<file path="config.mk">
export PLATFORM = sky130hd
export DESIGN_NAME = sha512_round
export DESIGN_NICKNAME = d
export VERILOG_FILES = /design/src/hdl/sha512_hash_engine_defines.svh /design/src/hdl/sha512_pkg.sv /design/src/hdl/sha512_round.sv
export SDC_FILE = /design/constraint.sdc
export NUM_CORES = 2
export LEC_CHECK = 0
export ABC_AREA = 1
export BUFFER_PORTS_ARGS = -buffer_cell sky130_fd_sc_hd__buf_2
export CAP_MARGIN = 20
export CORE_AREA = 4 4 453 455
export DETAILED_ROUTE_END_ITERATION = 12
export DIE_AREA = 0 0 457 459
export HOLD_SLACK_MARGIN = 0.12
export PLACE_DENSITY_LB_ADDON = 0.15
export SLEW_MARGIN = 25
export SYNTH_ARGS = -nofsm -noshare
export SYNTH_HDL_FRONTEND = slang
export SYNTH_SLANG_ARGS = --single-unit
</file>
<file path="constraint.sdc">
create_clock -name clk -period 8.75 [get_ports clk]
set_input_delay 1.75 -clock clk [delete_from_list [all_inputs] [get_ports clk]]
set_output_delay 1.75 -clock clk [all_outputs]
set_load 0.1 [all_outputs]
</file>
<file path="src/hdl/sha512_hash_engine_defines.svh">
// ----------------------------------------------------------------------------
// SHA-512 hash engine: shared assertion macros
// Immediate-implication and next-cycle-implication checks on clk / rst_n.
// ----------------------------------------------------------------------------
`ifndef SHA512_HASH_ENGINE_DEFINES_SVH
`define SHA512_HASH_ENGINE_DEFINES_SVH

// Same-cycle implication, disabled while reset is asserted
`define SHA_ASSERT_IMP(lbl, ante, cons) lbl: assert property (@(posedge clk) \
    disable iff (!rst_n) (ante) |-> (cons)) else $error("sha512 check failed");

// Next-cycle implication, disabled while reset is asserted
`define SHA_ASSERT_NXT(lbl, ante, cons) lbl: assert property (@(posedge clk) \
    disable iff (!rst_n) (ante) |=> (cons)) else $error("sha512 check failed");

`endif

</file>
<file path="src/hdl/sha512_pkg.sv">
// ----------------------------------------------------------------------------
// SHA-512 package
// Types, round constants, initial hash value and sigma functions.
// ----------------------------------------------------------------------------
package sha512_pkg;

    localparam int WordW       = 64;
    localparam int BlockWords  = 16;
    localparam int Rounds      = 80;
    localparam int DigestWords = 8;

    typedef logic [WordW-1:0] word_t;
    typedef logic [6:0]       round_idx_t;

    // Sequencer states
    typedef enum logic [1:0] {
        ST_IDLE,
        ST_PAD,
        ST_ROUND,
        ST_UPDATE
    } state_t;

    // Controls toward the schedule window
    typedef struct packed {
        logic push;
        logic step;
    } sched_ctrl_t;

    // Controls toward the round datapath
    typedef struct packed {
        logic load;
        logic step;
    } round_ctrl_t;

    localparam logic [7:0] PAD_MARKER     = 8'h80;
    localparam logic [3:0] FULL_BYTES     = 4'd8;
    localparam logic [3:0] LEN_HI_POS     = 4'd14;
    localparam logic [3:0] LEN_LO_POS     = 4'd15;
    localparam word_t      BYTES_PER_WORD = 64'd8;

    localparam word_t ROUND_K [Rounds] = '{
        64'h428a2f98d728ae22, 64'h7137449123ef65cd, 64'hb5c0fbcfec4d3b2f, 64'he9b5dba58189dbbc,
        64'h3956c25bf348b538, 64'h59f111f1b605d019, 64'h923f82a4af194f9b, 64'hab1c5ed5da6d8118,
        64'hd807aa98a3030242, 64'h12835b0145706fbe, 64'h243185be4ee4b28c, 64'h550c7dc3d5ffb4e2,
        64'h72be5d74f27b896f, 64'h80deb1fe3b1696b1, 64'h9bdc06a725c71235, 64'hc19bf174cf692694,
        64'he49b69c19ef14ad2, 64'hefbe4786384f25e3, 64'h0fc19dc68b8cd5b5, 64'h240ca1cc77ac9c65,
        64'h2de92c6f592b0275, 64'h4a7484aa6ea6e483, 64'h5cb0a9dcbd41fbd4, 64'h76f988da831153b5,
        64'h983e5152ee66dfab, 64'ha831c66d2db43210, 64'hb00327c898fb213f, 64'hbf597fc7beef0ee4,
        64'hc6e00bf33da88fc2, 64'hd5a79147930aa725, 64'h06ca6351e003826f, 64'h142929670a0e6e70,
        64'h27b70a8546d22ffc, 64'h2e1b21385c26c926, 64'h4d2c6dfc5ac42aed, 64'h53380d139d95b3df,
        64'h650a73548baf63de, 64'h766a0abb3c77b2a8, 64'h81c2c92e47edaee6, 64'h92722c851482353b,
        64'ha2bfe8a14cf10364, 64'ha81a664bbc423001, 64'hc24b8b70d0f89791, 64'hc76c51a30654be30,
        64'hd192e819d6ef5218, 64'hd69906245565a910, 64'hf40e35855771202a, 64'h106aa07032bbd1b8,
        64'h19a4c116b8d2d0c8, 64'h1e376c085141ab53, 64'h2748774cdf8eeb99, 64'h34b0bcb5e19b48a8,
        64'h391c0cb3c5c95a63, 64'h4ed8aa4ae3418acb, 64'h5b9cca4f7763e373, 64'h682e6ff3d6b2b8a3,
        64'h748f82ee5defb2fc, 64'h78a5636f43172f60, 64'h84c87814a1f0ab72, 64'h8cc702081a6439ec,
        64'h90befffa23631e28, 64'ha4506cebde82bde9, 64'hbef9a3f7b2c67915, 64'hc67178f2e372532b,
        64'hca273eceea26619c, 64'hd186b8c721c0c207, 64'heada7dd6cde0eb1e, 64'hf57d4f7fee6ed178,
        64'h06f067aa72176fba, 64'h0a637dc5a2c898a6, 64'h113f9804bef90dae, 64'h1b710b35131c471b,
        64'h28db77f523047d84, 64'h32caab7b40c72493, 64'h3c9ebe0a15c9bebc, 64'h431d67c49c100d4c,
        64'h4cc5d4becb3e42b6, 64'h597f299cfc657e2a, 64'h5fcb6fab3ad6faec, 64'h6c44198c4a475817
    };

    localparam word_t INIT_HASH [DigestWords] = '{
        64'h6a09e667f3bcc908, 64'hbb67ae8584caa73b, 64'h3c6ef372fe94f82b, 64'ha54ff53a5f1d36f1,
        64'h510e527fade682d1, 64'h9b05688c2b3e6c1f, 64'h1f83d9abfb41bd6b, 64'h5be0cd19137e2179
    };

    // Rotate right by a constant amount
    function automatic word_t rotr(input word_t x, input int unsigned n);
        return (x >> n) | (x << (WordW - n));
    endfunction

    function automatic word_t big_sigma0(input word_t x);
        return rotr(x, 28) ^ rotr(x, 34) ^ rotr(x, 39);
    endfunction

    function automatic word_t big_sigma1(input word_t x);
        return rotr(x, 14) ^ rotr(x, 18) ^ rotr(x, 41);
    endfunction

    function automatic word_t small_sigma0(input word_t x);
        return rotr(x, 1) ^ rotr(x, 8) ^ (x >> 7);
    endfunction

    function automatic word_t small_sigma1(input word_t x);
        return rotr(x, 19) ^ rotr(x, 61) ^ (x >> 6);
    endfunction

endpackage

</file>
<file path="src/hdl/sha512_round.sv">
// ----------------------------------------------------------------------------
// SHA-512 round unit
// Holds the eight working variables and applies one compression round per
// cycle; loaded from the chaining value at the start of each block.
// ----------------------------------------------------------------------------
module sha512_round
    import sha512_pkg::*;
(
    input  logic        clk,
    input  round_ctrl_t ctrl,
    input  word_t       chain_in [DigestWords],
    input  word_t       k_in,
    input  word_t       w_in,
    output word_t       vars     [DigestWords]
);

    word_t v_reg [DigestWords];
    word_t ch;
    word_t maj;
    word_t t1;
    word_t t2;

    // Round function
    always_comb
    begin
        ch  = (v_reg[4] & v_reg[5]) ^ (~v_reg[4] & v_reg[6]);
        maj = (v_reg[0] & v_reg[1]) ^ (v_reg[0] & v_reg[2]) ^ (v_reg[1] & v_reg[2]);
        t1  = v_reg[7] + big_sigma1(v_reg[4]) + ch + k_in + w_in;
        t2  = big_sigma0(v_reg[0]) + maj;
    end

    // Working variable registers
    always_ff @(posedge clk)
    begin
        if (ctrl.load)
        begin
            v_reg <= chain_in;
        end
        else if (ctrl.step)
        begin
            v_reg[7] <= v_reg[6];
            v_reg[6] <= v_reg[5];
            v_reg[5] <= v_reg[4];
            v_reg[4] <= v_reg[3] + t1;
            v_reg[3] <= v_reg[2];
            v_reg[2] <= v_reg[1];
            v_reg[1] <= v_reg[0];
            v_reg[0] <= t1 + t2;
        end
    end

    assign vars = v_reg;

endmodule

</file>
==> impl_metrics.csv <==
group,metric,value,unit
run_status,status,"finished, final reports clean",
synthesis,synth.distinct_cells,61,
timing,fin_skew,0.03160,ns
global_route,grt_pass1_vias,47924,
synthesis,synth-seq-area-share,33.07,%
timing,setup_slack,0.4902,ns
synthesis,synth-seq-cells,512,
synthesis,avgSynthCellArea,7.635,um2
critical_path,arrival,8.72,ns
floorplanning,rows,165,
routing,wl_per_cell,29.24,um
placement,dp_hpwl,257200,um
flow_run,cap_violations,0,
timing,fmax,121.1,MHz
finish,nets,8483,
synthesis,synthesis.area,0.04649,mm2
global_route,grt_usage,27.41,%
floorplanning,core,0.2013,mm2
critical_path,endpoint_kind,"flip-flop",
global_route,grt_max_degree,194,
cts,clock_latency,0.73,ns
placement,place_ws,-0.1731,ns
global_route,overflow,0,
floorplanning,die_x,457,um
cts,cts_buffers,77,
cts,cts_hold_buf,0,
timing,final.period_utilization,94.40,%
cts,h-tree-depth,3,
global_route,antenna_found_initial,104,
routing,dr_wl_met2,149400,um
synthesis,async_flop_share,0,%
routing,drt-initial-drc-count,3541,
routing,wl_met1,121200,um
cts,postCtsSetupRepairBufs,0,
finish,largest_register_ffs,512,
critical_path,crit_required,9.21,ns
critical_path,r2r_start,"vars[201]",
synthesis,synth_top_area_cell,"edfxtp_1",
worst_hold_path,holdPathStages,2,
worst_hold_path,hold_path_end,"vars[94]",
finish,drive_gt1_share,22.57,%
critical_path,crit_path_max_incr_delay,0.56,ns
global_route,grt_first_pass_wirelength,396200,um
routing,drc,0,
critical_path,reg2reg_slack,0.75,ns
synthesis,yosysWarnings,0,
worst_hold_path,hold_class,"reg2reg",
critical_path,reg2reg_to,"vars[483]",
synthesis,synth_nets,7175,
routing,first_pass_iters,7,
routing,dr_wl_met3,15360,um
routing,via_per_inst,4.651,
timing,worst_pin_slew,1.172,ns
timing,timing.final.setup_violations,0,
critical_path,rr_worst_depth,27,
finish,fin_util,29.56,%
timing,slew_violations,0,
critical_path,worst-path-max-fanout,5,
floorplanning,num_io_pins,1155,
timing,fin_crit,8.260,ns
synthesis,synth_top_area_share,33.07,%
cts,cts.clk_slew.worst_paths,0.05,ns
synthesis,synth_ff_type,"edfxtp_1",
critical_path,crit_slowest_cell,"fa_1",
critical_path,crit_top_cell,"inv_1",
synthesis,synth_cells,6090,
floorplanning,die_area,0.2098,mm2
synthesis,synth_area_leaders,"edfxtp_1, nand2_1, fa_1",
routing,highest_layer,"met5",
cts,cts_resized,0,
timing,hold_violations,0,
timing,rsz0062_at_grt,"no",
cts,clockBufferDepth,3,
timing,holdWs,0.5626,ns
finish,syn_to_final_growth,27.96,%
critical_path,startpoint_type,"input pin",
routing,ant_nets,0,
floorplanning,fp.dieH,459,um
cts,cts_tree,"built",
routing,finalWirelength,297000,um
floorplanning,start_util,23.10,%
synthesis,synth_edf_count,512,
cts,clock-sinks,512,
timing,maxSlewHeadroom,21.03,%
routing,vias,47245,
placement,gp_congestion,0.9664,
placement,io_buffers,1154,
worst_hold_path,hp-start,"vars[158]",
critical_path,crit_type,"in2reg",
cts,cts-root-buf,"clkbuf_16",
[cells in the final DEF (no fill, tap or decap), drive strengths merged, types with 32 or more instances in the layout]
cell and count:
nor3 32, a21oi 266, o21ai 652, or2 46
clkbuf 98, clkinv 32, nand3 218, ha 189
xor2 182, fa 253, inv 1163, nor2 424
xnor2 165, nand2 1601, nand4 38, buf 1414
edfxtp 512
[critical path: cells and delay by family]
kind	cells	cell delay (ns)
buffers and inverters	8	0.65
AOI/OAI and AO/OA	9	2.31
and+or+nand+nor	6	0.88
xor gates and xnor gates	1	0.33
adders and majority gates	6	2.77
[worst max-delay path by stage]
stage          startpoint        end
3_5_place_dp      k_in[7]  vars[483]
3_3_place_gp      k_in[8]  vars[483]
4_1_cts           k_in[7]  vars[483]
6_report          k_in[7]  vars[483]
5_1_grt           k_in[7]  vars[483]
2_1_floorplan     k_in[1]  vars[507]
[stage by stage]
stage	TNS (ns)	cell area [um2]	cells
2_1_floorplan	0	46500	6090
3_5_place_dp	-0.4774	57010	9991
6_report	0	59500	10159
3_3_place_gp	-0.9607	57010	9991
4_1_cts	0	59430	10133
5_1_grt	0	59470	10147
[area by class of cell]
cell class	instances	area (um2)
Fill cell	22550	141800
Multi-Input combinational cell	4233	26060
Sequential cell	512	15370
Timing Repair Buffer	1414	7875
Inverter	1160	4362
Tap cell	2672	3343
Clock buffer	98	2027
Clock inverter	44	389.1
Antenna cell	26	65.06
[synth_stat cells (all sizes together) (11+ instances only)]
master / instances
nor4: 15
nand4: 38
buf: 18
a31oi: 21
xor2: 182
nand2: 1601
or2: 46
o211ai: 11
fa: 253
o21bai: 29
inv: 1159
nand3b: 14
o21ai: 652
xnor2: 165
a21o: 22
edfxtp: 512
clkbuf: 167
nor3: 32
o21a: 15
ha: 189
a21boi: 11
nand3: 218
nor2: 424
a21oi: 266
[cell families after synthesis]
group,synth area share (%)
compound gates,12.19
xor+xnor,6.601
fa+ha+maj,16.00
buf+inv,10.89
flops,33.07
simple gates,21.25
[layer usage]
layer	vias to the layer above	global-route usage, %
met5	-	0
met4	50	8.832
met3	382	4.128
met2	1684	49.57
met1	23183	33.27
li1	21946	-
Power is left out: the tool's default activity adds up to more than one toggle a clock period on the data nets, which glitch-free logic cannot reach.
