`config.mk`:
```
export PLATFORM = sky130hd
export DESIGN_NAME = sha512_out
export DESIGN_NICKNAME = d
export VERILOG_FILES = /design/src/hdl/sha512_hash_engine_defines.svh /design/src/hdl/sha512_pkg.sv /design/src/hdl/sha512_out.sv
export SDC_FILE = /design/constraint.sdc
export NUM_CORES = 1
export LEC_CHECK = 0
export ABC_AREA = 1
export BUFFER_PORTS_ARGS = -buffer_cell sky130_fd_sc_hd__buf_2
export CAP_MARGIN = 0
export CORE_AREA = 4 4 227 229
export DETAILED_ROUTE_END_ITERATION = 12
export DIE_AREA = 0 0 231 233
export PLACE_DENSITY_LB_ADDON = 0.2
export SYNTH_ARGS = -nofsm -noshare
export SYNTH_HDL_FRONTEND = slang
export SYNTH_SLANG_ARGS = --single-unit
```
`constraint.sdc`:
```
create_clock -name clk -period 24.7 [get_ports clk]
set_input_delay 2.47 -clock clk [delete_from_list [all_inputs] [get_ports clk]]
set_output_delay 2.47 -clock clk [all_outputs]
set_load 0.02 [all_outputs]
```
`src/hdl/sha512_hash_engine_defines.svh`:
```
// ----------------------------------------------------------------------------
// SHA-512 hash engine: shared assertion macros
// Immediate-implication and next-cycle-implication checks on clk / rst_n.
// ----------------------------------------------------------------------------
`ifndef SHA512_HASH_ENGINE_DEFINES_SVH
`define SHA512_HASH_ENGINE_DEFINES_SVH

// Same-cycle implication, disabled while reset is asserted
`define SHA_ASSERT_IMP(lbl, ante, cons) lbl: assert property (@(posedge clk) \
    disable iff (!rst_n) (ante) |-> (cons)) else $error("sha512 check failed");

// Next-cycle implication, disabled while reset is asserted
`define SHA_ASSERT_NXT(lbl, ante, cons) lbl: assert property (@(posedge clk) \
    disable iff (!rst_n) (ante) |=> (cons)) else $error("sha512 check failed");

`endif

```
`src/hdl/sha512_pkg.sv`:
```
// ----------------------------------------------------------------------------
// SHA-512 package
// Types, round constants, initial hash value and sigma functions.
// ----------------------------------------------------------------------------
package sha512_pkg;

    localparam int WordW       = 64;
    localparam int BlockWords  = 16;
    localparam int Rounds      = 80;
    localparam int DigestWords = 8;

    typedef logic [WordW-1:0] word_t;
    typedef logic [6:0]       round_idx_t;

    // Sequencer states
    typedef enum logic [1:0] {
        ST_IDLE,
        ST_PAD,
        ST_ROUND,
        ST_UPDATE
    } state_t;

    // Controls toward the schedule window
    typedef struct packed {
        logic push;
        logic step;
    } sched_ctrl_t;

    // Controls toward the round datapath
    typedef struct packed {
        logic load;
        logic step;
    } round_ctrl_t;

    localparam logic [7:0] PAD_MARKER     = 8'h80;
    localparam logic [3:0] FULL_BYTES     = 4'd8;
    localparam logic [3:0] LEN_HI_POS     = 4'd14;
    localparam logic [3:0] LEN_LO_POS     = 4'd15;
    localparam word_t      BYTES_PER_WORD = 64'd8;

    localparam word_t ROUND_K [Rounds] = '{
        64'h428a2f98d728ae22, 64'h7137449123ef65cd, 64'hb5c0fbcfec4d3b2f, 64'he9b5dba58189dbbc,
        64'h3956c25bf348b538, 64'h59f111f1b605d019, 64'h923f82a4af194f9b, 64'hab1c5ed5da6d8118,
        64'hd807aa98a3030242, 64'h12835b0145706fbe, 64'h243185be4ee4b28c, 64'h550c7dc3d5ffb4e2,
        64'h72be5d74f27b896f, 64'h80deb1fe3b1696b1, 64'h9bdc06a725c71235, 64'hc19bf174cf692694,
        64'he49b69c19ef14ad2, 64'hefbe4786384f25e3, 64'h0fc19dc68b8cd5b5, 64'h240ca1cc77ac9c65,
        64'h2de92c6f592b0275, 64'h4a7484aa6ea6e483, 64'h5cb0a9dcbd41fbd4, 64'h76f988da831153b5,
        64'h983e5152ee66dfab, 64'ha831c66d2db43210, 64'hb00327c898fb213f, 64'hbf597fc7beef0ee4,
        64'hc6e00bf33da88fc2, 64'hd5a79147930aa725, 64'h06ca6351e003826f, 64'h142929670a0e6e70,
        64'h27b70a8546d22ffc, 64'h2e1b21385c26c926, 64'h4d2c6dfc5ac42aed, 64'h53380d139d95b3df,
        64'h650a73548baf63de, 64'h766a0abb3c77b2a8, 64'h81c2c92e47edaee6, 64'h92722c851482353b,
        64'ha2bfe8a14cf10364, 64'ha81a664bbc423001, 64'hc24b8b70d0f89791, 64'hc76c51a30654be30,
        64'hd192e819d6ef5218, 64'hd69906245565a910, 64'hf40e35855771202a, 64'h106aa07032bbd1b8,
        64'h19a4c116b8d2d0c8, 64'h1e376c085141ab53, 64'h2748774cdf8eeb99, 64'h34b0bcb5e19b48a8,
        64'h391c0cb3c5c95a63, 64'h4ed8aa4ae3418acb, 64'h5b9cca4f7763e373, 64'h682e6ff3d6b2b8a3,
        64'h748f82ee5defb2fc, 64'h78a5636f43172f60, 64'h84c87814a1f0ab72, 64'h8cc702081a6439ec,
        64'h90befffa23631e28, 64'ha4506cebde82bde9, 64'hbef9a3f7b2c67915, 64'hc67178f2e372532b,
        64'hca273eceea26619c, 64'hd186b8c721c0c207, 64'heada7dd6cde0eb1e, 64'hf57d4f7fee6ed178,
        64'h06f067aa72176fba, 64'h0a637dc5a2c898a6, 64'h113f9804bef90dae, 64'h1b710b35131c471b,
        64'h28db77f523047d84, 64'h32caab7b40c72493, 64'h3c9ebe0a15c9bebc, 64'h431d67c49c100d4c,
        64'h4cc5d4becb3e42b6, 64'h597f299cfc657e2a, 64'h5fcb6fab3ad6faec, 64'h6c44198c4a475817
    };

    localparam word_t INIT_HASH [DigestWords] = '{
        64'h6a09e667f3bcc908, 64'hbb67ae8584caa73b, 64'h3c6ef372fe94f82b, 64'ha54ff53a5f1d36f1,
        64'h510e527fade682d1, 64'h9b05688c2b3e6c1f, 64'h1f83d9abfb41bd6b, 64'h5be0cd19137e2179
    };

    // Rotate right by a constant amount
    function automatic word_t rotr(input word_t x, input int unsigned n);
        return (x >> n) | (x << (WordW - n));
    endfunction

    function automatic word_t big_sigma0(input word_t x);
        return rotr(x, 28) ^ rotr(x, 34) ^ rotr(x, 39);
    endfunction

    function automatic word_t big_sigma1(input word_t x);
        return rotr(x, 14) ^ rotr(x, 18) ^ rotr(x, 41);
    endfunction

    function automatic word_t small_sigma0(input word_t x);
        return rotr(x, 1) ^ rotr(x, 8) ^ (x >> 7);
    endfunction

    function automatic word_t small_sigma1(input word_t x);
        return rotr(x, 19) ^ rotr(x, 61) ^ (x >> 6);
    endfunction

endpackage

```
`src/hdl/sha512_out.sv`:
```
// ----------------------------------------------------------------------------
// SHA-512 digest output stage
// Captures the eight digest words and drains them one transaction per cycle
// while hash_stall is low, so the core can start on the next message meanwhile.
// ----------------------------------------------------------------------------
module sha512_out
    import sha512_pkg::*;
(
    input  logic        clk,
    input  logic        rst_n,
    input  logic        load,
    input  word_t       digest_in [DigestWords],
    input  logic        hash_stall,
    output logic        hash_valid,
    output word_t       hash_word,
    output logic [2:0]  word_index,
    output logic        last_result,
    output logic        busy
);

    word_t      digest_reg [DigestWords];
    logic       valid_reg;
    logic [2:0] idx_reg;
    logic       out_accept;

    assign out_accept = valid_reg && !hash_stall;

    // Control: valid flag and word counter
    always_ff @(posedge clk or negedge rst_n)
    begin
        if (!rst_n)
        begin
            valid_reg <= 1'b0;
            idx_reg   <= '0;
        end
        else if (load)
        begin
            valid_reg <= 1'b1;
            idx_reg   <= '0;
        end
        else if (out_accept)
        begin
            idx_reg <= idx_reg + 3'd1;
            if (idx_reg == 3'(DigestWords - 1))
            begin
                valid_reg <= 1'b0;
            end
        end
    end

    // Digest shift register, word 0 at the head
    always_ff @(posedge clk)
    begin
        if (load)
        begin
            digest_reg <= digest_in;
        end
        else if (out_accept)
        begin
            for (int i = 0; i < DigestWords - 1; i++)
            begin
                digest_reg[i] <= digest_reg[i+1];
            end
        end
    end

    assign hash_valid  = valid_reg;
    assign hash_word   = digest_reg[0];
    assign word_index  = idx_reg;
    assign last_result = (idx_reg == 3'(DigestWords - 1));
    assign busy        = valid_reg;

endmodule

```
==> qor.json, run 1 <==
{
  "drt": {
    "route.antenna.remaining_nets": 0,
    "route.detailed.wl_per_inst_microns": 16.66,
    "first_pass_iters": 5,
    "totalWireLength_mm": 54.32,
    "route.detailed.vias_per_inst": 4.550,
    "drc": 0,
    "drt_iter0_markers": 1055,
    "num_vias": 14834
  },
  "placement": {
    "placement.io_buffers": 585,
    "placement.cell_area_sq_um": 24520,
    "routabilityCongestion": 0.8554,
    "place_worst_setup_slack_ns": 17.22,
    "dpl.hpwl_mm": 38.46,
    "dp_cells": 3149
  },
  "logic_synthesis": {
    "ys_seq_area_share_pct": 70.36,
    "yosys.cell_types.count": 14,
    "gate_count_post_synth": 2046,
    "synth_fp_nets": 2564,
    "syn_area_per_cell_sq_um": 10.75,
    "synth_area_sq_um": 21990,
    "postSynthRegisterBits": 516,
    "yosys_warnings": 0
  },
  "timing": {
    "setup_viol_count_final": 0,
    "layout_worst_path_cycle_share_pct": 28.22,
    "finalMaxSlewViolations": 0,
    "fin_worst_skew_ns": 0.008142,
    "timing_hold_violations_final": 0,
    "setup-tns-final_ns": 0,
    "final_period_minus_worst_setup_slack_ns": 6.969,
    "layout_setup_ws_ns": 17.73,
    "max_slew.worst_pin.slew_ns": 1.085,
    "clock.fmax_mhz": 143.5,
    "setup_repair_after_global_routing_missed_its_margin": "no",
    "slew_headroom_pct": 27.65,
    "fin_hold_ws_ns": 0.5056
  },
  "global_routing": {
    "grt_pass1_wl_mm": 80.83,
    "grt_usage_pct": 19.35,
    "grt_pass1_vias": 14477,
    "overflow": 0,
    "initial_antenna_violation_count": 26,
    "grt_start_max_net_pins": 215
  },
  "clocking": {
    "clkLatencyLatePin_ns": 0.57,
    "max-clock-path-buffers": 3,
    "ctsResizeCount": 0,
    "clock_sink_count": 516,
    "cts-hold-fix-buffers": 0,
    "cts_tree": "done",
    "clk_transition_reported_paths_ns": 0.06,
    "cts_buffers": 53,
    "cts-root-buf": "clkbuf_16",
    "cts_htree_levels": 2,
    "number_of_buffers_added_for_setup_after_cts": 0
  },
  "pwr": {
    "worst_ir_drop_vdd_mv": 0.05150,
    "pwr_density_cell_nw_per_um2": 77.71,
    "leakagePower_nw": 12.54,
    "post-layout-total-power_mw": 2.035
  },
  "worst_setup_path": {
    "criticalPathCategory": "primary input to register",
    "cp_max_fo": 155,
    "endpoint_kind": "register",
    "cp_data_required_time_ns": 24.88,
    "cp-start-kind": "primary input",
    "cp_data_arrival_time_ns": 7.15
  },
  "floorplan": {
    "height_of_the_chip_microns": 233,
    "die_w_microns": 231,
    "floorplan.rows": 82,
    "floorplan.initialDensity_pct": 44.29,
    "floorplan.die_area_sq_um": 53820,
    "design.portCount": 586,
    "coreArea_sq_um": 49660
  },
  "finish": {
    "largest_register_ffs": 448,
    "final_core_util_pct": 52.74,
    "layoutNonFillerInstCount": 3260,
    "layout.nets": 3050,
    "post_route_cells_drive_above_1_share_pct": 26.04,
    "areaGrowthSynthToFinish_pct": 19.08,
    "stdcell_area_sq_um": 26190
  },
  "worst_hold_path": {
    "hold_path_class": "register to register"
  },
  "outcome": {
    "run_status": "finished, final reports clean"
  },
  "flow_run": {
    "number_of_max_cap_violations": 0
  }
}
-- per-layer routing --
metal	part of all wire (%)	global-route usage, %	wire, microns	up-vias
met5	0.16	0	85	-
met4	2.6	6.991	1437	14
met3	6.6	3.905	3591	97
met2	48	30.97	25970	461
met1	43	26.43	23240	6721
li1	-	-	-	7541
-- kinds of logic (layout without fill, tap and decap cells) --
kind of cell | count (synthesis) | count (layout) | share of synthesized area, %
adder cells (fa/ha/maj) | 2 | 2 | 0.1138
AND/OR/NAND/NOR | 1359 | 1359 | 23.23
flip-flops | 516 | 516 | 70.36
buffers and inverters | 169 | 692 | 6.303
other | 0 | 19 | 0
-- cell usage after synthesis --
cell      instances  area, sq um
buf_2            31        155.2
nand2_1        1352         5075
buf_8             9        135.1
edfxtp_1        512        15370
clkbuf_1          2        7.510
buf_12            1        20.02
dfrtp_1           4        100.1
nor2_1            1        3.750
buf_6            36        405.4
nand3_1           6        30.03
inv_1             3        11.26
inv_4             1        6.260
ha_1              2        25.02
buf_4            86        645.6
-- critical path, stage by stage --
cell,delay [ns]
buf_8,0.52
inv_16,0.31
nand2_4,0.76
buf_4,0.84
buf_4,0.93
buf_4,0.94
-- cells in the final DEF, fill, tap and decap left out, drive strengths merged --
| master | Yosys | final |
|---|---|---|
| nand2 | 1352 | 1352 |
| edfxtp | 512 | 512 |
| clkinv | 0 | 26 |
| nand3 | 6 | 6 |
| inv | 4 | 4 |
| nor2 | 1 | 1 |
| clkinvlp | 0 | 1 |
| clkbuf | 2 | 60 |
| ha | 2 | 2 |
| diode | 0 | 19 |
| dfrtp | 4 | 4 |
| buf | 163 | 596 |
| bufinv | 0 | 5 |
-- final timing paths --
kind                                            from                        end  slack [ns]  cells after the start
max                                             load  digest_reg[159]$_DFFE_PP_       17.73                      6
min                        digest_reg[363]$_DFFE_PP_  digest_reg[427]$_DFFE_PP_        0.51                      2
max reg2reg                         busy$_DFFE_PN0P_  digest_reg[159]$_DFFE_PP_       20.17                      5
min reg2reg                digest_reg[363]$_DFFE_PP_  digest_reg[427]$_DFFE_PP_        0.51                      2
max in group asynchronous                      rst_n           busy$_DFFE_PN0P_       22.89                      1
min in group asynchronous                      rst_n  word_index[1]$_DFFE_PN0P_        1.69                      1
-- area by class of cell --
| type | instances | area (sq um) |
|---|---|---|
| antenna | 19 | 47.55 |
| clock buffer | 60 | 1353 |
| multi-input combinational | 1361 | 5141 |
| inverter | 4 | 31.28 |
| sequential | 516 | 15470 |
| clock inverter | 32 | 270.3 |
| fill | 4600 | 23470 |
| timing repair buffer | 596 | 3033 |
| tap | 672 | 840.8 |
-- report_power, final --
part	internal [mW]	switching, mW	total, mW
registers	1.07	0.0249	1.09
logic	0.0690	0.117	0.186
clock network	0.441	0.315	0.757
(Power assumes the default switching activity.)
==> run 2: changes to the inputs <==
--- a/config.mk
+++ b/config.mk
@@ -8,9 +8,9 @@
 export ABC_AREA = 1
 export BUFFER_PORTS_ARGS = -buffer_cell sky130_fd_sc_hd__buf_2
 export CAP_MARGIN = 0
-export CORE_AREA = 4 4 227 229
+export CORE_AREA = 4 4 228 230
 export DETAILED_ROUTE_END_ITERATION = 12
-export DIE_AREA = 0 0 231 233
+export DIE_AREA = 0 0 232 234
 export PLACE_DENSITY_LB_ADDON = 0.2
 export SYNTH_ARGS = -nofsm -noshare
 export SYNTH_HDL_FRONTEND = slang
==> constraint.sdc (replaced) <==
create_clock -name clk -period 6.9 [get_ports clk]
set_input_delay 0.69 -clock clk [delete_from_list [all_inputs] [get_ports clk]]
set_output_delay 0.69 -clock clk [all_outputs]
set_load 0.02 [all_outputs]
==> run 2 against run 1 <==
Combinational power rose to 3.6 times the previous value. Register-to-register slack worse by 16 ns. Critical path depth down 2. Clock power rose to 3.8 times the previous value. Clock-buffer cell count up 12. First-iteration DRC count up 16%. Sequential power rose to 3.6 times the previous value. Via count about the same. Critical path type unchanged.
==> qor.json, run 2 (same netlist as run 1, synthesis figures left out) <==
{
  "pwr": {
    "power.clock.fraction": {"value": 38.3, "unit": "%", "change": "+1.1 points"},
    "power.share.sequential": {"value": 52.7, "unit": "%", "change": "-1.0 points"},
    "power.internal": {"value": 5.727, "unit": "mW", "change": "+260%"},
    "worst_ir_drop_vdd": {"value": 0.2014, "unit": "mV", "change": "+290%"},
    "switchingPower": {"value": 1.699, "unit": "mW", "change": "+270%"},
    "pwr_density_cell": {"value": 281.9, "unit": "nW/um^2", "change": "+260%"},
    "leakagePower": {"value": 12.59, "unit": "nW", "change": "+0.44%"},
    "power.combinational.fraction": {"value": 9.0, "unit": "%", "change": "about the same"},
    "netSwitchingFraction": {"value": 22.88, "unit": "%", "change": "+0.41 points"}
  },
  "worst_setup_path": {
    "cp-start-kind": "primary input",
    "cp_data_required_time": {"value": 7.11, "unit": "ns", "change": "-17.77 ns"},
    "critical-path-max-stage-delay": {"value": 0.64, "unit": "ns", "change": "-0.30 ns"},
    "critical-path-slowest-cell": "buf_12",
    "criticalPathCategory": "primary input to register",
    "critPathTopFamily": "buffers and inverters",
    "cp_data_arrival_time": {"value": 2.98, "unit": "ns", "change": "-4.17 ns"},
    "endpoint_kind": "register",
    "path_buf_inv": {"value": 3, "change": "-2"},
    "cp_cell_sequence": "buf_8 -> inv_16 -> nand2_8 -> buf_12",
    "cp_max_fo": {"value": 159, "change": "+2.6%"}
  },
  "drt": {
    "num_vias": {"value": 14841, "change": "+0.047%"},
    "totalWireLength": {"value": 55.14, "unit": "mm", "change": "+1.5%"},
    "route.detailed.wl_per_inst": {"value": 16.89, "unit": "microns", "change": "+1.4%"},
    "route.antenna.remaining_nets": {"value": 0, "change": "unchanged"},
    "route.detailed.vias_per_inst": {"value": 4.547, "change": "about the same"},
    "drt_iter0_markers": {"value": 1222, "change": "+16%"},
    "first_pass_iters": {"value": 5, "change": "unchanged"},
    "drc": {"value": 0, "change": "unchanged"}
  },
  "clocking": {
    "cts-root-buf": "clkbuf_16",
    "cts-hold-fix-buffers": {"value": 1, "change": "+1"},
    "number_of_buffers_added_for_setup_after_cts": {"value": 0, "change": "unchanged"},
    "ctsResizeCount": {"value": 0, "change": "unchanged"},
    "cts_buffers": {"value": 54, "change": "+1.9%"},
    "clock_sink_count": {"value": 516, "change": "unchanged"},
    "clk_transition_reported_paths": {"value": 0.06, "unit": "ns", "change": "about the same"},
    "clkLatencyLatePin": {"value": 0.60, "unit": "ns", "change": "+0.03 ns"},
    "cts_tree": "done",
    "cts_htree_levels": {"value": 2, "change": "unchanged"},
    "max-clock-path-buffers": {"value": 3, "change": "unchanged"}
  },
  "timing": {
    "fin_hold_ws": {"value": 0.2730, "unit": "ns", "change": "-0.2325 ns"},
    "setup_viol_count_final": {"value": 0, "change": "unchanged"},
    "finalMaxSlewViolations": {"value": 0, "change": "unchanged"},
    "clock.fmax_mhz": 361.2,
    "layout_setup_ws": {"value": 4.131, "unit": "ns", "change": "-13.60 ns"},
    "timing_hold_violations_final": {"value": 0, "change": "unchanged"},
    "final_period_minus_worst_setup_slack_ns": 2.769,
    "layout_worst_path_cycle_share_pct": 40.13,
    "slew_headroom": {"value": 26.88, "unit": "%", "change": "-0.77 points"},
    "max_slew.worst_pin.slew": {"value": 1.097, "unit": "ns", "change": "+0.01156 ns"},
    "setup_repair_after_global_routing_missed_its_margin": "no",
    "setup-tns-final": {"value": 0, "unit": "ns", "change": "unchanged"},
    "fin_worst_skew": {"value": 0.01278, "unit": "ns", "change": "+0.004637 ns"}
  },
  "finish": {
    "largest_register_ffs": {"value": 448, "change": "unchanged"},
    "layout_commonest_cell": "nand2_1",
    "layout_common_cells": "nand2_1 (1351), buf_2 (584), edfxtp_1 (512)",
    "areaGrowthSynthToFinish_pct": 19.77,
    "post_route_cells_drive_above_1_share": {"value": 26.18, "unit": "%", "change": "+0.14 points"},
    "layout.nets": {"value": 3048, "change": "-0.066%"},
    "stdcell_area": {"value": 26340, "unit": "sq um", "change": "+0.58%"}
  },
  "global_routing": {
    "grt_pass1_wl": {"value": 80.59, "unit": "mm", "change": "-0.31%"},
    "grt_start_max_net_pins": {"value": 229, "change": "+6.5%"},
    "grt_pass1_vias": {"value": 14313, "change": "-1.1%"},
    "initial_antenna_violation_count": {"value": 25, "change": "-3.8%"},
    "grt_usage": {"value": 19.22, "unit": "%", "change": "-0.12 points"},
    "overflow": {"value": 0, "change": "unchanged"}
  },
  "floorplan": {
    "die_w": {"value": 232, "unit": "microns", "change": "+0.43%"},
    "height_of_the_chip": {"value": 234, "unit": "microns", "change": "+0.43%"},
    "design.portCount": {"value": 586, "change": "unchanged"},
    "floorplan.initialDensity": {"value": 44.11, "unit": "%", "change": "-0.18 points"},
    "coreArea": {"value": 49860, "unit": "sq um", "change": "+0.41%"},
    "floorplan.die_area": {"value": 54290, "unit": "sq um", "change": "+0.86%"},
    "floorplan.rows": {"value": 82, "change": "unchanged"}
  },
  "placement": {
    "routabilityCongestion": {"value": 0.8755, "change": "+2.3%"},
    "dpl.hpwl": {"value": 38.66, "unit": "mm", "change": "+0.54%"},
    "placement.cell_area": {"value": 24550, "unit": "sq um", "change": "+0.12%"},
    "placement.io_buffers": {"value": 585, "change": "unchanged"},
    "place_worst_setup_slack": {"value": 3.560, "unit": "ns", "change": "-13.66 ns"}
  },
  "outcome": {
    "run_status": "finished, final reports clean"
  },
  "worst_hold_path": {
    "hold_path_class": "primary input to register"
  },
  "flow_run": {
    "number_of_max_cap_violations": {"value": 0, "change": "unchanged"}
  }
}
## run 2: stage by stage
step | power (mW) | cells | utilization (%)
finish | 7.427 | 3264 | 52.83
global route | 7.731 | 3262 | 52.82
CTS | 7.503 | 3246 | 52.74
detailed placement | 4.656 | 3145 | 49.23
global placement | 4.641 | 3145 | 49.23
floorplan | 4.412 | 2046 | -
## run 2: final timing paths
| path | start | to | slack [ns] | cells after the start |
|---|---|---|---|---|
| max in group asynchronous | rst_n | busy$_DFFE_PN0P_ | 6.36 | 2 |
| setup / recovery | load | digest_reg[221]$_DFFE_PP_ | 4.13 | 4 |
| min in group asynchronous | rst_n | word_index[0]$_DFFE_PN0P_ | 0.42 | 2 |
| hold / removal | digest_in[38] | digest_reg[38]$_DFFE_PP_ | 0.27 | 1 |
| hold reg to reg | digest_reg[413]$_DFFE_PP_ | hash_word[29]$_DFFE_PP_ | 0.50 | 2 |
| setup reg to reg | busy$_DFFE_PN0P_ | digest_reg[221]$_DFFE_PP_ | 4.34 | 3 |
## run 2: worst register-to-register path, cell delays in order (launching register included)
cell and delay [ns]:
dfrtp_1 0.40, nand2_1 0.22, nand2_8 0.59, buf_12 0.79
## run 2: power by group through the flow
stage	registers [mW]	logic (mW)	clock network [mW]
2_1_floorplan	3.96	0.454	0
3_3_place_gp	3.98	0.663	0
3_5_place_dp	3.98	0.674	0
4_1_cts	3.92	0.677	2.91
5_1_grt	3.94	0.758	3.03
6_report	3.91	0.668	2.84
## run 2: layout make-up
class / instances / area [sq um]
Inverter: 4 / 31.28
Clock inverter: 28 / 215.2
Tap cell: 672 / 840.8
Clock buffer: 72 / 1523
Antenna cell: 18 / 45.04
Fill cell: 4556 / 23520
Sequential cell: 516 / 15470
Multi-Input combinational cell: 1361 / 5150
Timing Repair Buffer: 593 / 3063
## run 2: routing by layer
layer | wire [microns] | part of all wire [%] | global-route usage [%] | vias up
li1 | - | - | - | 7553
met1 | 23510 | 43 | 26.26 | 6682
met2 | 26170 | 47 | 30.61 | 495
met3 | 3851 | 7.0 | 4.276 | 99
met4 | 1539 | 2.8 | 6.856 | 12
met5 | 69 | 0.13 | 0 | -
