<file path="src/hdl/sha512_hash_engine_defines.svh">
// ----------------------------------------------------------------------------
// SHA-512 hash engine: shared assertion macros
// Immediate-implication and next-cycle-implication checks on clk / rst_n.
// ----------------------------------------------------------------------------
`ifndef SHA512_HASH_ENGINE_DEFINES_SVH
`define SHA512_HASH_ENGINE_DEFINES_SVH

// Same-cycle implication, disabled while reset is asserted
`define SHA_ASSERT_IMP(lbl, ante, cons) lbl: assert property (@(posedge clk) \
    disable iff (!rst_n) (ante) |-> (cons)) else $error("sha512 check failed");

// Next-cycle implication, disabled while reset is asserted
`define SHA_ASSERT_NXT(lbl, ante, cons) lbl: assert property (@(posedge clk) \
    disable iff (!rst_n) (ante) |=> (cons)) else $error("sha512 check failed");

`endif

</file>
<file path="src/hdl/sha512_pkg.sv">
// ----------------------------------------------------------------------------
// SHA-512 package
// Types, round constants, initial hash value and sigma functions.
// ----------------------------------------------------------------------------
package sha512_pkg;

    localparam int WordW       = 64;
    localparam int BlockWords  = 16;
    localparam int Rounds      = 80;
    localparam int DigestWords = 8;

    typedef logic [WordW-1:0] word_t;
    typedef logic [6:0]       round_idx_t;

    // Sequencer states
    typedef enum logic [1:0] {
        ST_IDLE,
        ST_PAD,
        ST_ROUND,
        ST_UPDATE
    } state_t;

    // Controls toward the schedule window
    typedef struct packed {
        logic push;
        logic step;
    } sched_ctrl_t;

    // Controls toward the round datapath
    typedef struct packed {
        logic load;
        logic step;
    } round_ctrl_t;

    localparam logic [7:0] PAD_MARKER     = 8'h80;
    localparam logic [3:0] FULL_BYTES     = 4'd8;
    localparam logic [3:0] LEN_HI_POS     = 4'd14;
    localparam logic [3:0] LEN_LO_POS     = 4'd15;
    localparam word_t      BYTES_PER_WORD = 64'd8;

    localparam word_t ROUND_K [Rounds] = '{
        64'h428a2f98d728ae22, 64'h7137449123ef65cd, 64'hb5c0fbcfec4d3b2f, 64'he9b5dba58189dbbc,
        64'h3956c25bf348b538, 64'h59f111f1b605d019, 64'h923f82a4af194f9b, 64'hab1c5ed5da6d8118,
        64'hd807aa98a3030242, 64'h12835b0145706fbe, 64'h243185be4ee4b28c, 64'h550c7dc3d5ffb4e2,
        64'h72be5d74f27b896f, 64'h80deb1fe3b1696b1, 64'h9bdc06a725c71235, 64'hc19bf174cf692694,
        64'he49b69c19ef14ad2, 64'hefbe4786384f25e3, 64'h0fc19dc68b8cd5b5, 64'h240ca1cc77ac9c65,
        64'h2de92c6f592b0275, 64'h4a7484aa6ea6e483, 64'h5cb0a9dcbd41fbd4, 64'h76f988da831153b5,
        64'h983e5152ee66dfab, 64'ha831c66d2db43210, 64'hb00327c898fb213f, 64'hbf597fc7beef0ee4,
        64'hc6e00bf33da88fc2, 64'hd5a79147930aa725, 64'h06ca6351e003826f, 64'h142929670a0e6e70,
        64'h27b70a8546d22ffc, 64'h2e1b21385c26c926, 64'h4d2c6dfc5ac42aed, 64'h53380d139d95b3df,
        64'h650a73548baf63de, 64'h766a0abb3c77b2a8, 64'h81c2c92e47edaee6, 64'h92722c851482353b,
        64'ha2bfe8a14cf10364, 64'ha81a664bbc423001, 64'hc24b8b70d0f89791, 64'hc76c51a30654be30,
        64'hd192e819d6ef5218, 64'hd69906245565a910, 64'hf40e35855771202a, 64'h106aa07032bbd1b8,
        64'h19a4c116b8d2d0c8, 64'h1e376c085141ab53, 64'h2748774cdf8eeb99, 64'h34b0bcb5e19b48a8,
        64'h391c0cb3c5c95a63, 64'h4ed8aa4ae3418acb, 64'h5b9cca4f7763e373, 64'h682e6ff3d6b2b8a3,
        64'h748f82ee5defb2fc, 64'h78a5636f43172f60, 64'h84c87814a1f0ab72, 64'h8cc702081a6439ec,
        64'h90befffa23631e28, 64'ha4506cebde82bde9, 64'hbef9a3f7b2c67915, 64'hc67178f2e372532b,
        64'hca273eceea26619c, 64'hd186b8c721c0c207, 64'heada7dd6cde0eb1e, 64'hf57d4f7fee6ed178,
        64'h06f067aa72176fba, 64'h0a637dc5a2c898a6, 64'h113f9804bef90dae, 64'h1b710b35131c471b,
        64'h28db77f523047d84, 64'h32caab7b40c72493, 64'h3c9ebe0a15c9bebc, 64'h431d67c49c100d4c,
        64'h4cc5d4becb3e42b6, 64'h597f299cfc657e2a, 64'h5fcb6fab3ad6faec, 64'h6c44198c4a475817
    };

    localparam word_t INIT_HASH [DigestWords] = '{
        64'h6a09e667f3bcc908, 64'hbb67ae8584caa73b, 64'h3c6ef372fe94f82b, 64'ha54ff53a5f1d36f1,
        64'h510e527fade682d1, 64'h9b05688c2b3e6c1f, 64'h1f83d9abfb41bd6b, 64'h5be0cd19137e2179
    };

    // Rotate right by a constant amount
    function automatic word_t rotr(input word_t x, input int unsigned n);
        return (x >> n) | (x << (WordW - n));
    endfunction

    function automatic word_t big_sigma0(input word_t x);
        return rotr(x, 28) ^ rotr(x, 34) ^ rotr(x, 39);
    endfunction

    function automatic word_t big_sigma1(input word_t x);
        return rotr(x, 14) ^ rotr(x, 18) ^ rotr(x, 41);
    endfunction

    function automatic word_t small_sigma0(input word_t x);
        return rotr(x, 1) ^ rotr(x, 8) ^ (x >> 7);
    endfunction

    function automatic word_t small_sigma1(input word_t x);
        return rotr(x, 19) ^ rotr(x, 61) ^ (x >> 6);
    endfunction

endpackage

</file>
<file path="src/hdl/sha512_sched.sv">
// ----------------------------------------------------------------------------
// SHA-512 message schedule
// Sixteen-word sliding window: filled by pushed words, then extended by one
// schedule word per round. The oldest word is the round's W input.
// ----------------------------------------------------------------------------
module sha512_sched
    import sha512_pkg::*;
(
    input  logic        clk,
    input  sched_ctrl_t ctrl,
    input  word_t       push_word,
    output word_t       w_cur
);

    word_t win_reg [BlockWords];
    word_t new_word;
    word_t shift_in;

    // Next schedule word from the window taps
    always_comb
    begin
        new_word = small_sigma1(win_reg[14]) + win_reg[9]
                 + small_sigma0(win_reg[1]) + win_reg[0];
        shift_in = ctrl.push ? push_word : new_word;
    end

    // Window shifts toward index 0
    always_ff @(posedge clk)
    begin
        if (ctrl.push || ctrl.step)
        begin
            for (int i = 0; i < BlockWords - 1; i++)
            begin
                win_reg[i] <= win_reg[i+1];
            end
            win_reg[BlockWords-1] <= shift_in;
        end
    end

    assign w_cur = win_reg[0];

endmodule

</file>
<file path="config.mk">
export PLATFORM = sky130hd
export DESIGN_NAME = sha512_sched
export DESIGN_NICKNAME = d
export VERILOG_FILES = /design/src/hdl/sha512_hash_engine_defines.svh /design/src/hdl/sha512_pkg.sv /design/src/hdl/sha512_sched.sv
export SDC_FILE = /design/constraint.sdc
export NUM_CORES = 1
export LEC_CHECK = 0
export ABC_AREA = 1
export BUFFER_PORTS_ARGS = -buffer_cell sky130_fd_sc_hd__buf_2
export CAP_MARGIN = 40
export CORE_MARGIN = 2
export CORE_UTILIZATION = 55
export DETAILED_ROUTE_END_ITERATION = 10
export PLACE_DENSITY_LB_ADDON = 0.2
export SYNTH_ARGS = -nofsm -noshare
export SYNTH_HDL_FRONTEND = slang
export SYNTH_SLANG_ARGS = --single-unit
</file>
<file path="constraint.sdc">
create_clock -name clk -period 16.32 [get_ports clk]
set_input_delay 2.448 -clock clk [delete_from_list [all_inputs] [get_ports clk]]
set_output_delay 2.448 -clock clk [all_outputs]
set_load 0.01 [all_outputs]
</file>
==> results of run 1 <==
## final cells by class
cell class	count	area (sq um)
clock buffers	114	2555
clock inverters	67	819.5
fillers	5967	28870
inverters	648	2432
multi-input cells	1467	9841
flip-flops and latches	1024	30750
well taps	1040	1301
repair buffers	145	903.4
## Yosys cell counts
cell type,n
nor3_2,4
o21ai_1,7
o21bai_1,4
o21a_1,1
a21oi_1,45
edfxtp_1,1024
nand3b_1,10
o21bai_2,1
clkbuf_1,10
xnor2_1,195
nand3_2,2
nor2_4,1
buf_2,3
nand2_2,7
nor2_2,12
or2_2,9
xor2_1,69
and2_1,2
and3_1,2
nor3_1,8
nor2_1,86
fa_1,126
nand4_1,3
nor4_2,1
nand2_1,706
ha_1,63
buf_1,1
inv_1,645
o21ai_0,19
nand3_1,84
inv_2,3
## critical path: stages
cell and delay, ns:
buf_4 0.40, or2_4 0.68, buf_4 0.39, buf_16 0.32
buf_4 0.42, buf_16 0.29, buf_12 0.73
## logic make-up after synthesis
logic type / Yosys count
xor+xnor: 264
buf+inv: 662
fa+ha+maj: 189
compound gates: 77
simple gates: 937
flops: 1024
## path summary, 6_finish.rpt
path	to	slack (ns)	cells after the start
worst max-delay path	win_reg[15][44]	10.58	7
worst min-delay path	win_reg[11][36]	0.40	0
worst max register to register	win_reg[15][45]	11.64	21
worst min register to register	win_reg[11][36]	0.40	0
## metrics by stage
stage               instances  area, sq um  util, %  hold slack, ns  setup slack, ns
CTS                      4505        48600    62.74          0.3983            10.59
finish                   4505        48600    62.74          0.3986            10.58
global route             4505        48600    62.74          0.3997            10.32
floorplan                3153        43080        -          0.4003           0.2461
global placement         4319        45090    58.20          0.4001            9.592
detailed placement       4324        45230    58.38          0.4045            9.874
## layer usage
metal | vias to the layer above | track usage (%)
li1 | 10698 | -
met1 | 11355 | 38.33
met2 | 654 | 40.52
met3 | 115 | 2.685
met4 | 0 | 6.098
met5 | - | 0
==> key figures, run 1 <==
Route
  • WL met1: ~47000 microns
  • Vias: roughly 23k
  • DR WL/cell: between 20 and 25 microns
  • Post-DRT Antenna Nets: 0
  • Drt via density: roughly 5
  • Met2 WL: 47220 microns
  • Routed Wire Length: 100900 microns
  • Pre-antenna DRT Iters: 6
  • DRC viols: 0
  • WL met3: approximately 4800 microns
  • Drt first-iter violations: between 2k and 2.5k
  • Max layer used: met4

Clock network
  • Worst skew pair latency: around 0.66 ns
  • CTS tree: built
  • TritonCTS Buffers: slightly below 100
  • Clock transition at path regs: roughly 0.070 ns
  • H-Tree Depth: 3
  • CTS Hold Bufs: 0
  • Clk buf depth: 3
  • Post_cts resized: 0
  • Post-CTS Setup Inserts: 0
  • Root Buffer: clkbuf_16
  • Sinks on Clock Net: 1024

Layout
  • Most common cell after layout, fill and taps aside: edfxtp_1
  • Share of layout cells above drive strength 1: under 10%
  • Final #Nets: between 3k and 4k
  • Post-synthesis to final-layout area growth: 12.83%
  • Antenna diodes: 0
  • Commonest non-fill, non-tap cells in the layout: edfxtp_1, nand2_1, inv_1
  • Max FFs per register: approximately 1.0k

Logic synthesis
  • Compound-Gate Fraction of Synth Area: less than 1%
  • Simple-Gate Fraction of Synth Area: under 10%
  • Sequential-to-total area share from yosys stat: between 70 and 80%
  • Yosys warnings: 0
  • Synth top area cells: edfxtp_1, nand2_1, fa_1
  • Synth Area in Adders: under 10%
  • Mux cell area share after synthesis: 0%
  • FF+latch count, synth: roughly 1k
  • XOR/XNOR share of the synthesized area: ~5.4%
  • Synth Net Count: roughly 3.4k
  • Post-Synthesis Cell Area: approximately 0.043 sq mm
  • Largest family of logic cells by synthesized area: simple AND/OR/NAND/NOR gates
  • Largest area contributor in the netlist: edfxtp_1
  • Synth unique cells: 31
  • Post-Synthesis Cells: approximately 3.2k
  • Mapped Avg Cell Area: 13.66 sq um
  • Synth top area share: 71.38%

STA
  • Setup TNS: 0 ns
  • Setup-failing EPs final: 0
  • Worst Tran Pin Value: 1.082 ns
  • Rel. slew slack: between 20% and 30%
  • Fin Clk Skew: approximately 0.028 ns
  • Fin. max-slew vios: 0
  • Unrepaired setup endpoints after global routing: false
  • Period minus WS final: approximately 5.7 ns
  • Final hold violations: 0
  • Fmax: 0.1743 GHz
  • Final worst-path cycle share: 35.16%

Place
  • Port Buf Inserts: 130
  • DP Wirelength: 74220 microns
  • Routability cong.: slightly above 0.9

Min path
  • Hold crit path type: reg -> reg
  • Hold Startpoint: win_reg[12][36]

Die
  • Starting Density: 55.61%
  • Die Span Y: 283.9 microns
  • Die Width: roughly 280 microns
  • Core area: ~0.077 sq mm
  • Io pins: ~130
  • Std cell rows: 102
  • Die ar.: 0.08058 sq mm

Critical path
  • Critical path origin: ctrl[1]
  • Kind of critical path: in -> reg
  • Reg2reg start: win_reg[14][62]
  • Critical Path RT: around 17 ns
  • Critical path peak fanout: roughly 210
  • Worst EP arrival: around 6.0 ns
  • Startpoint types: input pin
  • Worst Setup End Kind: flip-flop

Flow run
  • Max cap viols: 0

Outcome
  • Status: finished clean

Global routing
  • First-pass GRT wire length: roughly 150000 microns
  • GRT overflow: 0
  • Vias in the first global route: approximately 23k
  • Initial antenna violation count: 5
  • Gr usage total: between 20 and 30%
  • Largest net degree at the start of global routing: between 200 and 250
Power of run 1 is not shown: default switching activity piles up to over one toggle a cycle in this logic, so the estimate is an artifact.
==> run 2: changes to the inputs <==
==> constraint.sdc (replaced) <==
create_clock -name clk -period 5.54 [get_ports clk]
set_input_delay 0.831 -clock clk [delete_from_list [all_inputs] [get_ports clk]]
set_output_delay 0.831 -clock clk [all_outputs]
set_load 0.01 [all_outputs]
==> run 2 against run 1 <==
  * Die area stayed put
  * Clock skew is 0.0061 ns lower
  * Critical path depth is 14 higher
  * Utilization is 0.065 points higher
  * Worst hold slack better by 0.0048 ns
  * Cell count is 0.38% higher
==> key figures, run 2 (synthesized netlist as in run 1, its figures left out) <==
Clock network
  • Clock transition at path regs: 0.07 ns (about the same)
  • Post_cts resized: 0 (unchanged)
  • Clk buf depth: 3 (unchanged)
  • CTS tree: built
  • Sinks on Clock Net: 1024 (unchanged)
  • CTS Hold Bufs: 0 (unchanged)
  • Root Buffer: clkbuf_16
  • Worst skew pair latency: 0.67 ns (about the same)
  • TritonCTS Buffers: 99 (unchanged)
  • H-Tree Depth: 3 (unchanged)
  • Post-CTS Setup Inserts: 0 (unchanged)

Critical path
  • Most used cell along the critical path: nand2_1
  • Worst Setup End Kind: flip-flop
  • R2R Setup Slk: 0.57 ns (-11.07 ns)
  • Critical path peak fanout: 4 (-98%)
  • Worst EP arrival: 5.38 ns (-0.61 ns)
  • Kind of critical path: reg -> reg
  • Critical Path RT: 5.96 ns (-10.62 ns)
  • Critical path buffers and inverters: 4 (-2)
  • Slowest CP cell: edfxtp_1
  • Max stage delay on crit path: 0.63 ns (-0.10 ns)
  • CP cell instances: xnor2_1 -> xnor2_1 -> fa_1 -> inv_1 -> fa_1 -> inv_1 -> ha_1 -> inv_1 -> fa_1 -> inv_1 -> nand3_1 -> nand3_1 -> nand3_1 -> nand3_1 -> nand2_1 -> nand2_1 -> nand2_1 -> nand2_1 -> nand2_1 -> nand3_1 -> nand2_1
  • CP delay by family, top: simple AND/OR/NAND/NOR gates
  • Startpoint types: flip-flop

STA
  • Final worst-path cycle share: 89.63%
  • Period minus WS final: about 5.0 ns
  • Unrepaired setup endpoints after global routing: false
  • Setup-failing EPs final: 0 (unchanged)
  • Fin Clk Skew: 0.02168 ns (-0.006085 ns)
  • Rel. slew slack: 40.63% (+13 points)
  • Setup TNS: 0 ns (unchanged)
  • Fin. max-slew vios: 0 (unchanged)
  • Fmax: 0.2014 GHz
  • Fin Hold WS: 0.4033 ns (+0.004771 ns)
  • Final hold violations: 0 (unchanged)
  • Worst Tran Pin Value: 0.8906 ns (-0.1917 ns)

Route
  • Drt via density: 5.149 (+1.6%)
  • Drt first-iter violations: 2292 (+8.5%)
  • DR WL/cell: 24.26 microns (+8.3%)
  • Vias: 23.29k (+2.0%)
  • Pre-antenna DRT Iters: 7 (+1)
  • Routed Wire Length: 109700 microns (+8.7%)
  • Post-DRT Antenna Nets: 0 (unchanged)
  • DRC viols: 0 (unchanged)

Global routing
  • Gr usage total: 27.52% (+2.0 points)
  • First-pass GRT wire length: 157200 microns (+6.7%)
  • Largest net degree at the start of global routing: 125 (-40%)
  • M3 GR Usage: 3.979% (+1.3 points)
  • Gr busiest metal: met2
  • GRT overflow: 0 (unchanged)
  • Met2 capacity usage during global routing: 43.28% (+2.8 points)
  • Met1 global-route usage: 40.79% (+2.5 points)
  • Initial antenna violation count: 8 (+3)
  • Vias in the first global route: 23.29k (+2.3%)

Die
  • Io pins: 131 (unchanged)
  • Core area: 0.07747 sq mm (unchanged)
  • Starting Density: 55.61% (unchanged)
  • Die Width: 283.9 microns (unchanged)
  • Std cell rows: 102 (unchanged)
  • Die ar.: 0.08058 sq mm (unchanged)
  • Die Span Y: 283.9 microns (unchanged)

Layout
  • Max FFs per register: 1024 (unchanged)
  • Filler instances: 5815 (-2.5%)
  • Most common cell after layout, fill and taps aside: edfxtp_1
  • Fin area: 0.04865 sq mm (+0.10%)
  • Commonest non-fill, non-tap cells in the layout: edfxtp_1, nand2_1, inv_1
  • Final #Nets: 3656 (+0.41%)
  • Share of layout cells above drive strength 1: 9.940% (+0.56 points)
  • Post-synthesis to final-layout area growth: 12.94%

Place
  • DP Wirelength: 80120 microns (+8.0%)
  • Port Buf Inserts: 130 (unchanged)
  • Routability cong.: 0.9642 (+3.4%)
  • DP Area: 0.04538 sq mm (+0.35%)

Min path
  • Hold crit path type: reg -> reg

Outcome
  • Status: finished clean

Flow run
  • Max cap viols: 0 (unchanged)
-- run 2: changes by cell type in the layout (fill, tap and decap cells not counted) --
cell	previous run	this run
buf_12	3	13
buf_4	8	17
clkinv_1	27	20
clkinv_2	12	18
bufinv_16	16	11
buf_16	5	1
clkinvlp_4	2	6
clkbuf_1	14	16
clkinv_4	3	5
clkinv_16	3	2
diode_2	0	1
inv_16	1	2
inv_6	3	2
-- run 2: path summary, 6_finish.rpt --
path                                      start               to  depth (start not counted)
worst max-delay path            win_reg[14][62]  win_reg[15][61]                         21
worst min-delay path             win_reg[11][8]   win_reg[10][8]                          0
worst max register to register  win_reg[14][62]  win_reg[15][61]                         21
worst min register to register   win_reg[11][8]   win_reg[10][8]                          0
-- run 2: worst reg2reg max path, cell delays in order, from the launching register on --
cell	delay (ns)
edfxtp_1	0.63
xnor2_1	0.47
xnor2_1	0.17
fa_1	0.52
inv_1	0.05
fa_1	0.44
inv_1	0.07
ha_1	0.23
inv_1	0.07
fa_1	0.35
inv_1	0.12
nand3_1	0.08
nand3_1	0.19
nand3_1	0.12
nand3_1	0.26
nand2_1	0.09
nand2_1	0.31
nand2_1	0.18
nand2_1	0.11
nand2_1	0.05
nand3_1	0.15
nand2_1	0.06
-- run 2: layout make-up --
class / instances / area, sq um / area share [%]
flip-flops and latches: 1024 / 30750 / 63.20
multi-input cells: 1467 / 9841 / 20.23
clock buffers: 116 / 2562 / 5.267
inverters: 648 / 2432 / 4.999
well taps: 1040 / 1301 / 2.675
repair buffers: 160 / 1061 / 2.181
clock inverters: 66 / 701.9 / 1.443
diodes: 1 / 2.502 / 0.005143
-- run 2: per-stage QoR --
step	worst slack (ns)	utilization, %	cells
global route	0.3587	62.80	4521
global placement	0.4955	58.55	4338
CTS	0.5638	62.80	4521
finish	0.5744	62.80	4522
detailed placement	0.5774	58.59	4339
floorplan	-3.429	-	3153
-- run 2: layer usage --
layer | wire, microns | share of wire [%]
met1 | 49260 | 45
met2 | 50830 | 46
met3 | 6857 | 6.3
met4 | 2762 | 2.5
met5 | 0 | 0
Power of run 2 is left out for the same reason.
==> run 3: changes to the inputs <==
--- a/config.mk
+++ b/config.mk
@@ -5,9 +5,7 @@
 export SDC_FILE = /design/constraint.sdc
 export NUM_CORES = 1
 export LEC_CHECK = 0
-export ABC_AREA = 1
 export BUFFER_PORTS_ARGS = -buffer_cell sky130_fd_sc_hd__buf_2
-export CAP_MARGIN = 40
 export CORE_MARGIN = 2
 export CORE_UTILIZATION = 55
 export DETAILED_ROUTE_END_ITERATION = 10
==> run 3 against run 2 <==
  * Register-to-register slack lost 0.38 ns
  * Sequential share of layout area grew 3.2 points
  * Maximum frequency shrank 7.0%
  * Global-route usage shrank 4.2 points
  * Setup slack lost 0.38 ns
  * Critical path depth shrank 4
  * Synthesized cell count shrank 25%
  * Clock-buffer cell count grew 7
  * Worst hold slack lost 0.0051 ns
  * Via count shrank 14%
  * Die area shrank 5.2%
  * Clock skew grew 0.0084 ns
==> key figures, run 3 <==
Route
  • Pre-antenna DRT Iters: 6 (-1)
  • Vias: 20.05k (-14%)
  • DR WL/cell: 24.32 microns (+0.23%)
  • Post-DRT Antenna Nets: 0 (unchanged)
  • Routed Wire Length: 88710 microns (-19%)
  • DRC viols: 0 (unchanged)
  • Drt first-iter violations: 2043 (-11%)
  • Drt via density: 5.497 (+6.8%)

Min path
  • Hold-critical path depth: 0 (unchanged)
  • Hold crit path type: reg -> reg

Clock network
  • TritonCTS Buffers: 101 (+2.0%)
  • H-Tree Depth: 3 (unchanged)
  • Root Buffer: clkbuf_16
  • Clk buf depth: 3 (unchanged)
  • CTS tree: built
  • Clock transition at path regs: 0.07 ns (about the same)
  • Worst skew pair latency: 0.66 ns (about the same)
  • Sinks on Clock Net: 1024 (unchanged)
  • CTS Hold Bufs: 0 (unchanged)

Critical path
  • Most used cell along the critical path: fa_1
  • Max stage delay on crit path: 0.52 ns (-0.11 ns)
  • Startpoint types: flip-flop
  • Levels on crit path: 17 (-19%)
  • Kind of critical path: reg -> reg
  • CP delay by family, top: compound AO/OA/AOI/OAI gates
  • CP cell instances: xor2_1 -> xnor2_1 -> fa_1 -> fa_1 -> inv_1 -> ha_1 -> inv_1 -> fa_1 -> nor2b_1 -> o22a_1 -> a21oi_1 -> o211ai_1 -> nand4_1 -> a21o_1 -> a2111o_1 -> and2_0 -> a221o_1
  • Worst Setup End Kind: flip-flop
  • R2R depth: 17 (-19%)
  • Critical Path RT: 5.95 ns (about the same)
  • Critical path buffers and inverters: 2 (-2)
  • Worst EP arrival: 5.75 ns (+0.37 ns)
  • Slowest CP cell: edfxtp_1
  • Critical path peak fanout: 4 (unchanged)

Global routing
  • Vias in the first global route: 19.84k (-15%)
  • GRT overflow: 0 (unchanged)
  • Gr usage total: 23.27% (-4.2 points)
  • First-pass GRT wire length: 129400 microns (-18%)
  • Largest net degree at the start of global routing: 110 (-12%)
  • Initial antenna violation count: 2 (-6)

Layout
  • Fin area: 0.04633 sq mm (-4.8%)
  • Finished Core Util: 63.28% (+0.48 points)
  • Filler instances: 5200 (-11%)
  • Final #Nets: 2864 (-22%)
  • Most common cell after layout, fill and taps aside: edfxtp_1
  • Commonest non-fill, non-tap cells in the layout: edfxtp_1, inv_1, xnor2_1
  • Share of layout cells above drive strength 1: 12.09% (+2.2 points)
  • Max FFs per register: 1024 (unchanged)
  • Post-synthesis to final-layout area growth: 13.48%

STA
  • Setup-failing EPs final: 0 (unchanged)
  • Final worst-path cycle share: 96.42% (+6.8 points)
  • Unrepaired setup endpoints after global routing: false
  • Worst Tran Pin Value: 1.124 ns (+0.2337 ns)
  • Fin Clk Skew: 0.03004 ns (+0.008364 ns)
  • Setup TNS: 0 ns (unchanged)
  • Fin Hold WS: 0.3983 ns (-0.005060 ns)
  • Period minus WS final: 5.342 ns (+0.3759 ns)
  • Rel. slew slack: 25.05% (-16 points)
  • Fin. max-slew vios: 0 (unchanged)
  • Fmax: 0.1872 GHz (-7.0%)
  • Final hold violations: 0 (unchanged)

Die
  • Die Span Y: 276.5 microns (-2.6%)
  • Starting Density: 55.77% (+0.16 points)
  • Die ar.: 0.07642 sq mm (-5.2%)
  • Io pins: 131 (unchanged)
  • Die Width: 276.5 microns (-2.6%)
  • Core area: 0.07321 sq mm (-5.5%)
  • Std cell rows: 99 (-2.9%)

Logic synthesis
  • Asr flop ratio synth: 0% (unchanged)
  • Yosys warnings: 0 (unchanged)
  • Synth unique cells: 60 (+94%)
  • Largest area contributor in the netlist: edfxtp_1
  • Synth Net Count: 2619 (-23%)
  • Post-Synthesis Cells: 2363 (-25%)
  • FF+latch count, synth: 1024 (unchanged)
  • Sequential-to-total area share from yosys stat: 75.32% (+3.9 points)
  • Top_reg_cell synth: edfxtp_1
  • EDFF count, synth: 1024 (unchanged)
  • Post-Synthesis Cell Area: 0.04083 sq mm (-5.2%)
  • Most numerous cell in the Yosys netlist: edfxtp_1
  • Synth top area share: 75.32% (+3.9 points)
  • Synth top area cells: edfxtp_1, fa_1, xnor2_1
  • Post-synth top cells: edfxtp_1, inv_1, xnor2_1
  • Mapped Avg Cell Area: 17.28 sq um (+26%)

Outcome
  • Status: finished clean

Place
  • DP Area: 0.04299 sq mm (-5.3%)
  • DP Wirelength: 62050 microns (-23%)
  • Routability cong.: 0.9672 (+0.31%)
  • Port Buf Inserts: 130 (unchanged)

Flow run
  • Max cap viols: 0 (unchanged)
[run 3: changes by cell type after synthesis, sizes merged, moves of 8 or more]
cell / previous run / this run
nand2: 713 / 124
o211ai: 0 / 8
nor2: 99 / 45
o21ai: 26 / 93
nand3b: 10 / 2
nor3: 12 / 25
o21bai: 5 / 17
a21oi: 45 / 84
inv: 648 / 277
a21o: 0 / 30
nand3: 86 / 12
xnor2: 195 / 266
clkbuf: 10 / 21
xor2: 69 / 30
[run 3: cell families (layout without fill, tap and decap cells)]
| kind of cell | count (synthesis) | count (layout) | share of synthesized area, % |
|---|---|---|---|
| simple gates | 255 | 255 | 2.786 |
| compound gates | 294 | 294 | 4.533 |
| mux | 6 | 6 | 0.1563 |
| fa+ha+maj | 189 | 189 | 8.109 |
| other cells | 0 | 1 | 0 |
| buf+inv | 299 | 624 | 2.749 |
| xor+xnor | 296 | 296 | 6.350 |
| flops | 1024 | 1024 | 75.32 |
[run 3: routing by layer]
layer | GRT usage, % | wire [microns] | up-vias
li1 | - | - | 8975
met1 | 35.44 | 40630 | 10262
met2 | 35.70 | 40950 | 698
met3 | 3.287 | 5290 | 118
met4 | 6.249 | 1841 | 0
met5 | 0 | 0 | -
[run 3: repair_timing]
item	in CTS	in global routing
endpoints found under the setup margin	0	2
gates resized for setup	0	2
setup buffers	0	2
[run 3: worst reg2reg max path, cell delays in order (launching register included)]
cell      delay (ns)
edfxtp_1        0.52
xor2_1          0.48
xnor2_1         0.19
fa_1            0.43
fa_1            0.45
inv_1           0.07
ha_1            0.17
inv_1           0.06
fa_1            0.42
nor2b_1         0.22
o22a_1          0.23
a21oi_1         0.16
o211ai_1        0.28
nand4_1         0.21
a21o_1          0.27
a2111o_1        0.49
and2_0          0.19
a221o_1         0.29
[run 3: final timing paths]
path | slack, ns | startpoint | end
worst min-delay path | 0.40 | win_reg[13][6] | win_reg[12][6]
worst min register to register | 0.40 | win_reg[13][6] | win_reg[12][6]
worst max-delay path | 0.20 | win_reg[14][6] | win_reg[15][57]
worst max register to register | 0.20 | win_reg[14][6] | win_reg[15][57]
[run 3: layout make-up]
cell class	count	area [sq um]	area share, %
multi-input combinational	1040	8966	19.35
antenna	1	2.502	0.005401
tap	959	1200	2.590
clock buffer	123	2695	5.817
clock inverter	60	620.6	1.340
sequential	1024	30750	66.37
timing repair buffer	163	1051	2.269
inverter	278	1044	2.252
[run 3: stage by stage]
| stage | worst slack, ns | std cells |
|---|---|---|
| 2_1_floorplan | -3.446 | 2363 |
| 3_5_place_dp | 0.2180 | 3462 |
| 5_1_grt | 0.002848 | 3647 |
| 4_1_cts | 0.1700 | 3645 |
| 6_report | 0.1985 | 3648 |
| 3_3_place_gp | 0.1916 | 3462 |
Power of run 3 is left out for the same reason.
